### src/hdl/sfd_pkg.sv
`timescale 1ns / 1ps
// Shared types and constants for the stuffed frame decoder.
// Depends on nothing; every other file in hdl imports it.
package sfd_pkg;

  localparam logic [7:0] HDR_MARK    = 8'hFE;
  localparam logic [7:0] ESC_MARK    = 8'hFD;
  localparam logic [7:0] ESC_FD      = 8'h5D;
  localparam logic [7:0] ESC_FE      = 8'h5E;
  localparam logic [7:0] LEN_RESET   = 8'hF9;
  localparam logic [7:0] LEN_MIN     = 8'd3;
  localparam logic [7:0] LEN_OVERHEAD = 8'd2;
  localparam logic [7:0] CHECK_BIAS  = 8'd3;

  localparam int SFD_QUEUE_DEPTH = 2;

  typedef enum logic [2:0] {
    ST_OK         = 3'd0,
    ST_BAD_HEADER = 3'd1,
    ST_BAD_LENGTH = 3'd2,
    ST_BAD_ESCAPE = 3'd3,
    ST_MISMATCH   = 3'd4
  } sfd_status_t;

  typedef enum logic [1:0] {
    PH_HEADER = 2'd0,
    PH_LENGTH = 2'd1,
    PH_BODY   = 2'd2
  } sfd_phase_t;

  // One classified word passed from the front part to the back part.
  typedef struct packed {
    logic [7:0]  data;
    logic        is_check;
    logic        is_payload;
    logic        last;
    sfd_status_t status_pre;
  } sfd_token_t;

  typedef struct packed {
    logic empty;
    logic full;
  } sfd_queue_status_t;

endpackage

### src/hdl/sfd_front.sv
`timescale 1ns / 1ps
// Front part: tracks the frame phase, checks header and length, and undoes escapes.
// Uses sfd_pkg; feeds classified words to sfd_queue.
module sfd_front
  import sfd_pkg::*;
(
  input  logic       clk,
  input  logic       rst,
  input  logic       accept,
  input  logic [7:0] rx_byte,
  input  logic [7:0] max_frame_length,
  output logic       push,
  output sfd_token_t token
);

  sfd_phase_t phase, phase_next;
  logic       header_good, header_good_next;
  logic [7:0] bytes_left, bytes_left_next;
  logic       escape_pending, escape_pending_next;
  logic       check_seen, check_seen_next;
  logic       escape_fault, escape_fault_next;

  always_ff @(posedge clk) begin
    if (rst) begin
      phase          <= PH_HEADER;
      header_good    <= 1'b0;
      bytes_left     <= 8'd0;
      escape_pending <= 1'b0;
      check_seen     <= 1'b0;
      escape_fault   <= 1'b0;
    end else if (accept) begin
      phase          <= phase_next;
      header_good    <= header_good_next;
      bytes_left     <= bytes_left_next;
      escape_pending <= escape_pending_next;
      check_seen     <= check_seen_next;
      escape_fault   <= escape_fault_next;
    end
  end

  logic       have;
  logic [7:0] decoded;

  always_comb begin
    phase_next          = phase;
    header_good_next    = header_good;
    bytes_left_next     = bytes_left;
    escape_pending_next = escape_pending;
    check_seen_next     = check_seen;
    escape_fault_next   = escape_fault;
    have                = 1'b0;
    decoded             = 8'd0;
    token.data          = 8'd0;
    token.is_check      = 1'b0;
    token.is_payload    = 1'b0;
    token.last          = 1'b0;
    token.status_pre    = ST_OK;
    case (phase)
      PH_LENGTH: begin
        phase_next = PH_HEADER;
        if (!header_good) begin
          token.last       = 1'b1;
          token.status_pre = ST_BAD_HEADER;
        end else if (rx_byte < LEN_MIN || rx_byte > max_frame_length) begin
          token.last       = 1'b1;
          token.status_pre = ST_BAD_LENGTH;
        end else begin
          phase_next          = PH_BODY;
          bytes_left_next     = rx_byte - LEN_OVERHEAD;
          escape_pending_next = 1'b0;
          check_seen_next     = 1'b0;
          escape_fault_next   = 1'b0;
        end
      end
      PH_BODY: begin
        bytes_left_next = bytes_left - 8'd1;
        if (escape_pending) begin
          escape_pending_next = 1'b0;
          if (rx_byte == ESC_FD) begin
            decoded = ESC_MARK;
            have    = 1'b1;
          end else if (rx_byte == ESC_FE) begin
            decoded = HDR_MARK;
            have    = 1'b1;
          end else begin
            escape_fault_next = 1'b1;
          end
        end else if (rx_byte == ESC_MARK) begin
          escape_pending_next = 1'b1;
        end else begin
          decoded = rx_byte;
          have    = 1'b1;
        end
        token.data       = decoded;
        token.is_check   = have && !check_seen;
        token.is_payload = have && check_seen;
        if (have) begin
          check_seen_next = 1'b1;
        end
        if (bytes_left_next == 8'd0) begin
          phase_next = PH_HEADER;
          token.last = 1'b1;
          if (escape_fault_next || escape_pending_next || !check_seen_next) begin
            token.status_pre = ST_BAD_ESCAPE;
          end
        end
      end
      default: begin
        header_good_next = (rx_byte == HDR_MARK);
        phase_next       = PH_LENGTH;
      end
    endcase
    push = accept && (token.is_check || token.is_payload || token.last);
  end

endmodule

### src/hdl/sfd_queue.sv
`timescale 1ns / 1ps
// Short first-in first-out queue of classified words between front and back.
// Uses sfd_pkg for the word type and status struct.
module sfd_queue
  import sfd_pkg::*;
#(
  parameter int DEPTH = SFD_QUEUE_DEPTH
) (
  input  logic              clk,
  input  logic              rst,
  input  logic              push,
  input  sfd_token_t        push_token,
  input  logic              pop,
  output sfd_token_t        head,
  output sfd_queue_status_t qstat
);

  localparam int PTR_W = (DEPTH > 1) ? $clog2(DEPTH) : 1;
  localparam int CNT_W = $clog2(DEPTH + 1);
  localparam logic [PTR_W-1:0] LAST_PTR = PTR_W'(DEPTH - 1);
  localparam logic [CNT_W-1:0] FULL_CNT = CNT_W'(DEPTH);

  sfd_token_t       entries [DEPTH];
  logic [PTR_W-1:0] wr_ptr, rd_ptr;
  logic [CNT_W-1:0] count, count_next;
  logic             do_push, do_pop;

  assign qstat.empty = (count == '0);
  assign qstat.full  = (count == FULL_CNT);
  assign do_push     = push && !qstat.full;
  assign do_pop      = pop && !qstat.empty;
  assign head        = entries[rd_ptr];

  always_comb begin
    count_next = count;
    case ({do_push, do_pop})
      2'b10:   count_next = count + CNT_W'(1);
      2'b01:   count_next = count - CNT_W'(1);
      default: count_next = count;
    endcase
  end

  always_ff @(posedge clk) begin
    if (rst) begin
      wr_ptr <= '0;
      rd_ptr <= '0;
      count  <= '0;
    end else begin
      count <= count_next;
      if (do_push) begin
        wr_ptr <= (wr_ptr == LAST_PTR) ? '0 : wr_ptr + PTR_W'(1);
      end
      if (do_pop) begin
        rd_ptr <= (rd_ptr == LAST_PTR) ? '0 : rd_ptr + PTR_W'(1);
      end
    end
  end

  always_ff @(posedge clk) begin
    if (do_push) begin
      entries[wr_ptr] <= push_token;
    end
  end

endmodule

### src/hdl/sfd_back.sv
`timescale 1ns / 1ps
// Back part: keeps the check byte and running xor, and drives the output register.
// Uses sfd_pkg; takes words from sfd_queue.
module sfd_back
  import sfd_pkg::*;
(
  input  logic        clk,
  input  logic        rst,
  input  logic        tok_valid,
  input  sfd_token_t  tok,
  output logic        pop,
  output logic        out_valid,
  input  logic        out_stall,
  output logic [7:0]  out_byte,
  output logic        has_byte,
  output logic        frame_end,
  output logic [2:0]  status
);

  logic [7:0]  check_value, check_value_next;
  logic [7:0]  running_xor, running_xor_next;
  logic [7:0]  payload_count, payload_count_next;
  logic        tok_result, load;
  logic [7:0]  expected;
  sfd_status_t result_status;

  assign tok_result = tok.is_payload || tok.last;
  assign pop        = tok_valid && (!tok_result || !out_valid || !out_stall);
  assign load       = pop && tok_result;

  always_comb begin
    check_value_next   = check_value;
    running_xor_next   = running_xor;
    payload_count_next = payload_count;
    if (tok.is_check) begin
      check_value_next   = tok.data;
      running_xor_next   = 8'd0;
      payload_count_next = 8'd0;
    end else if (tok.is_payload) begin
      running_xor_next   = running_xor ^ tok.data;
      payload_count_next = payload_count + 8'd1;
    end
    expected = HDR_MARK ^ (payload_count_next + CHECK_BIAS) ^ running_xor_next;
    if (tok.status_pre != ST_OK) begin
      result_status = tok.status_pre;
    end else if (expected == check_value_next) begin
      result_status = ST_OK;
    end else begin
      result_status = ST_MISMATCH;
    end
  end

  always_ff @(posedge clk) begin
    if (rst) begin
      check_value   <= 8'd0;
      running_xor   <= 8'd0;
      payload_count <= 8'd0;
    end else if (pop) begin
      check_value   <= check_value_next;
      running_xor   <= running_xor_next;
      payload_count <= payload_count_next;
    end
  end

  always_ff @(posedge clk) begin
    if (rst) begin
      out_valid <= 1'b0;
    end else if (load) begin
      out_valid <= 1'b1;
    end else if (!out_stall) begin
      out_valid <= 1'b0;
    end
  end

  always_ff @(posedge clk) begin
    if (load) begin
      out_byte  <= tok.is_payload ? tok.data : 8'd0;
      has_byte  <= tok.is_payload;
      frame_end <= tok.last;
      status    <= tok.last ? result_status : ST_OK;
    end
  end

endmodule

### src/hdl/stuffed_frame_decoder.sv
`timescale 1ns / 1ps
// Top level of the byte-stuffed frame decoder with xor check byte.
// Uses sfd_pkg, sfd_front, sfd_queue and sfd_back.
//
//   Channel  Signals                                    Direction
//   input    in_valid, in_stall, rx_byte                in (in_stall out)
//   output   out_valid, out_stall, out_byte, has_byte,  out (out_stall in)
//            frame_end, status
//   config   cfg_write, cfg_data                        in
//
// One received byte is taken per cycle while the output side keeps draining.
// A result goes from its byte through the queue and then the output register.
// Bytes that make no result do not load the output register.
// Reset is synchronous and returns to waiting for a header byte with
// max_frame_length at 249. in_stall rises only when the queue is full.
module stuffed_frame_decoder
  import sfd_pkg::*;
#(
  parameter int QUEUE_DEPTH = SFD_QUEUE_DEPTH
) (
  input  logic       clk,
  input  logic       rst,
  input  logic       in_valid,
  output logic       in_stall,
  input  logic [7:0] rx_byte,
  input  logic       cfg_write,
  input  logic [7:0] cfg_data,
  output logic       out_valid,
  input  logic       out_stall,
  output logic [7:0] out_byte,
  output logic       has_byte,
  output logic       frame_end,
  output logic [2:0] status
);

  logic              [7:0] max_frame_length;
  logic              accept, push, pop;
  sfd_token_t        push_token, head;
  sfd_queue_status_t qstat;

  always_ff @(posedge clk) begin
    if (rst) begin
      max_frame_length <= LEN_RESET;
    end else if (cfg_write) begin
      max_frame_length <= cfg_data;
    end
  end

  assign in_stall = qstat.full;
  assign accept   = in_valid && !in_stall;

  sfd_front u_front (
    .clk              (clk),
    .rst              (rst),
    .accept           (accept),
    .rx_byte          (rx_byte),
    .max_frame_length (max_frame_length),
    .push             (push),
    .token            (push_token)
  );

  sfd_queue #(
    .DEPTH (QUEUE_DEPTH)
  ) u_queue (
    .clk        (clk),
    .rst        (rst),
    .push       (push),
    .push_token (push_token),
    .pop        (pop),
    .head       (head),
    .qstat      (qstat)
  );

  sfd_back u_back (
    .clk       (clk),
    .rst       (rst),
    .tok_valid (!qstat.empty),
    .tok       (head),
    .pop       (pop),
    .out_valid (out_valid),
    .out_stall (out_stall),
    .out_byte  (out_byte),
    .has_byte  (has_byte),
    .frame_end (frame_end),
    .status    (status)
  );

  a_result_kind: assert property (@(posedge clk) disable iff (rst)
    out_valid |-> (has_byte || frame_end))
    else $error("result word carries neither a byte nor a frame end");

  a_status_only_at_end: assert property (@(posedge clk) disable iff (rst)
    (out_valid && !frame_end) |-> (status == ST_OK))
    else $error("nonzero status outside a frame end");

  a_no_push_when_full: assert property (@(posedge clk) disable iff (rst)
    qstat.full |-> !accept)
    else $error("byte accepted while the queue is full");

  a_pop_needs_data: assert property (@(posedge clk) disable iff (rst)
    qstat.empty |=> !(out_valid && !$past(out_valid) && $past(qstat.empty)))
    else $error("output loaded from an empty queue");

endmodule
### config.mk
export PLATFORM = sky130hd
export DESIGN_NAME = stuffed_frame_decoder
export DESIGN_NICKNAME = d
export VERILOG_FILES = /design/src/hdl/sfd_pkg.sv /design/src/hdl/sfd_front.sv /design/src/hdl/sfd_queue.sv /design/src/hdl/sfd_back.sv /design/src/hdl/stuffed_frame_decoder.sv
export SDC_FILE = /design/constraint.sdc
export NUM_CORES = 1
export LEC_CHECK = 0
export BUFFER_PORTS_ARGS = -buffer_cell sky130_fd_sc_hd__buf_2
export CORE_UTILIZATION = 30
export CTS_BUF_LIST = sky130_fd_sc_hd__clkbuf_2 sky130_fd_sc_hd__clkbuf_4 sky130_fd_sc_hd__clkbuf_8
export DETAILED_ROUTE_END_ITERATION = 10
export PLACE_DENSITY = 0.45
export SYNTH_ARGS = -nofsm -noshare
export SYNTH_HDL_FRONTEND = slang
export SYNTH_SLANG_ARGS = --single-unit
### constraint.sdc
create_clock -name clk -period 4.76 [get_ports clk]
set_input_delay 0.952 -clock clk [delete_from_list [all_inputs] [get_ports clk]]
set_output_delay 0.952 -clock clk [all_outputs]
set_load 0.02 [all_outputs]
==> flow_summary.toml <==
[sta]
drv_slew = 0
timing.final.ws_setup_ps = 1178
rsz0062_at_grt = "no"
fin_skew_ps = 18.04
finalCriticalPeriod_ps = 3582
worst_pin_slew_ps = 741.5
hold_viol = 0
setup_violations = 0
whs_ps = 475.0
slew_headroom = 0.4915
period_share = 0.7524
fin_setup_tns_ps = 0
fmax_mhz = 279.2

[clocking]
insertion_delay_ps = 380
clk_pin_slew_ps = 90
post-cts-setup-buffers = 0
cts_resized = 0
root_buffer = "clkbuf_8"
cts.sinks = 91
cts_buffers = 9
htree_levels = 3
cts_tree = "done"
clockBufferDepth = 2
ctsHoldBuffers = 0

[worst_setup_path]
reg2reg_depth = 11
cp.required_ps = 4870
critical_path.startpoint_type = "flop"
critPathMaxStageDelay_ps = 420
r2r_slack_ps = 1180
worstPathMaxFanout = 34
cp_common_cell = "buf_4"
crit_path_cell_trace = "buf_4 -> mux2i_2 -> buf_4 -> inv_1 -> a21boi_2 -> o211ai_1 -> or3_1 -> a221oi_2 -> a41oi_1 -> nor4_2 -> a211oi_2"
critPathKind = "reg -> reg"
worstPathArrival_ps = 3690
crit_path_end_kind = "flop"
critPathSlowestCell = "or3_1"

[global_routing]
globalRoute.busiestLayer = "met2"
use_met1 = 0.2175
grt_max_degree = 48
grt_pass1_vias = 4041
track_usage = 0.1578
grt_overflow = 0
grt_pass1_wl_um = 21650
met2_usage = 0.2453
antenna_found_initial = 0
use_met3 = 0.02644

[layout]
antennaDiodeCount = 0
fillers = 1731
final_nets = 628
syn2layout_area_growth_pct = 12.18
layout-drive-gt1-share = 0.1409

[logic_synthesis]
synth_edf_count = 39
seq_area_frac_synth = 0.4326
synth_top_cell_by_area = "edfxtp_1"
ys_top_cells_by_count = "nor2_1 (78), dfxtp_1 (52), a21oi_1 (46), nand2_1 (46), edfxtp_1 (39)"
synth_cell_types = 73
synth_area_um2 = 5114
syn_avg_cell_area_um2 = 9.132
synth_most_common_cell = "nor2_1"
postSynthCellCount = 560
synth_top_area_frac = 0.2290
ys_warn_count = 0
synth-async-reset-ratio = 0
synthTopCellsByArea = "edfxtp_1 (23%), dfxtp_1 (20%), nor2_1 (5.7%)"
synth_seq_cells = 91
syn-num-nets = 597
ys.flop_type = "dfxtp_1"

[place]
portBuffers = 35
hpwlAfterDp_um = 9552
gp_congestion = 0.8116
pre_cts_ws_ps = 1034

[routing]
num_vias = 4257
wl_per_cell_um = 16.28
drc_errors = 0
avgViaCountPerCell = 5.217
finalWirelength_um = 13280
firstDrtPassIters = 5
antenna_left = 0
dr.first_iter.drc_count = 283

[die]
die_x_um = 132.6
rows = 47
core-area_um2 = 16640
ios = 36
dieArea_um2 = 17570
die-height_um = 132.6
initial_core_util = 0.3073

[power_and_ir_drop]
cellLeakagePower_nw = 2.054
ir_drop_mv = 0.1612
powerDensity_nw_per_um2 = 415.3

[worst_hold_path]
worst_hold_path.num_cells = 2
worst_hold_path_type = "reg -> reg"

[outcome]
outcome = "finished, final reports clean"

[run]
max_cap_violations = 0
[critical path, delay by kind of cell, from the launching register on]
kind                   cells  cell delay, ps
buffers and inverters      3            1020
AO/OA/AOI/OAI              5             950
flip-flops                 1             320
multiplexers               1             240
AND/OR/NAND/NOR            2             800
[stage by stage]
step	util	cell area (um^2)	cells	power, W
after global placement	0.3313	5514	800	0.001783
after floorplan	-	5114	560	0.001561
final	0.3447	5737	816	0.002383
after CTS	0.3447	5737	816	0.002404
after global routing	0.3447	5737	816	0.002529
after detailed placement	0.3313	5514	800	0.001795
[worst paths after layout]
kind                                          endpoint                                  from
setup / recovery        u_back.status[2]$_SDFFCE_PP0P_                                  flop
hold / removal    u_back.payload_count[7]$_SDFFE_PP0P_  u_back.payload_count[7]$_SDFFE_PP0P_
setup reg to reg        u_back.status[2]$_SDFFCE_PP0P_                                  flop
hold reg to reg   u_back.payload_count[7]$_SDFFE_PP0P_  u_back.payload_count[7]$_SDFFE_PP0P_
[report_power, final]
part	leakage (nW)	switching, W	internal [W]
Sequential	0.775	0.0000542	0.000921
Combinational	1.17	0.000510	0.000291
Clock	0.112	0.000305	0.000301
Total	2.05	0.000870	0.00151
[registers in the layout (all words and copies together) (netlist names), 2 cells and up, named ones only]
name                  count
max_frame_length          8
u_queue.count             2
u_back.out_byte           8
u_queue.entries          26
u_back.status             3
u_back.check_value        8
u_front.bytes_left        8
u_front.phase             2
u_back.running_xor        8
u_back.payload_count      8
[cells in the final DEF (no fill, tap or decap), types with 3 or more instances in the layout]
master | Yosys | layout
nand4_1 | 5 | 5
o31ai_1 | 3 | 3
ha_1 | 16 | 16
nand2_1 | 46 | 46
or3_1 | 5 | 5
xnor2_1 | 22 | 22
nor4_1 | 10 | 10
a21o_1 | 5 | 5
mux2i_1 | 19 | 19
o21ai_0 | 22 | 22
buf_4 | 0 | 13
a21oi_1 | 46 | 46
and2_1 | 4 | 4
mux2_2 | 4 | 4
a31oi_1 | 6 | 6
edfxtp_1 | 39 | 39
clkbuf_8 | 0 | 9
a211oi_1 | 12 | 12
nand2b_1 | 5 | 5
buf_2 | 7 | 35
nor2_1 | 78 | 78
nand3b_1 | 3 | 3
xor2_1 | 7 | 7
o211ai_1 | 9 | 9
inv_1 | 21 | 21
nand3_1 | 17 | 17
nor2b_1 | 3 | 3
o22ai_1 | 4 | 4
dfxtp_1 | 52 | 52
nor3_1 | 8 | 8
o21a_1 | 7 | 7
[cells by family (layout without fill, tap and decap cells)]
kind of cell,count (synthesis),after routing,synth area share
xor gates and xnor gates,30,30,0.05285
and+or+nand+nor,204,204,0.1940
muxes,25,25,0.05138
adders and majority gates,16,16,0.03915
AOI/OAI and AO/OA,143,143,0.1842
buffers and inverters,51,87,0.04575
DFF,91,91,0.4326
[metal layers]
metal / share of wire / vias up
met3: 0.037 / 21
met5: 0 / -
met2: 0.45 / 125
met1: 0.50 / 2016
met4: 0.022 / 0
li1: - / 2095
[layout make-up]
class	count	area (um^2)	share of cell area
well taps	220	275.3	0.04798
clock buffers	9	123.9	0.02159
clock inverters	7	98.84	0.01723
multi-input cells	418	2668	0.4650
flip-flops and latches	91	2212	0.3856
inverters	23	86.33	0.01505
repair buffers	48	272.8	0.04755
No activity file was read; power rests on OpenSTA's default activity.
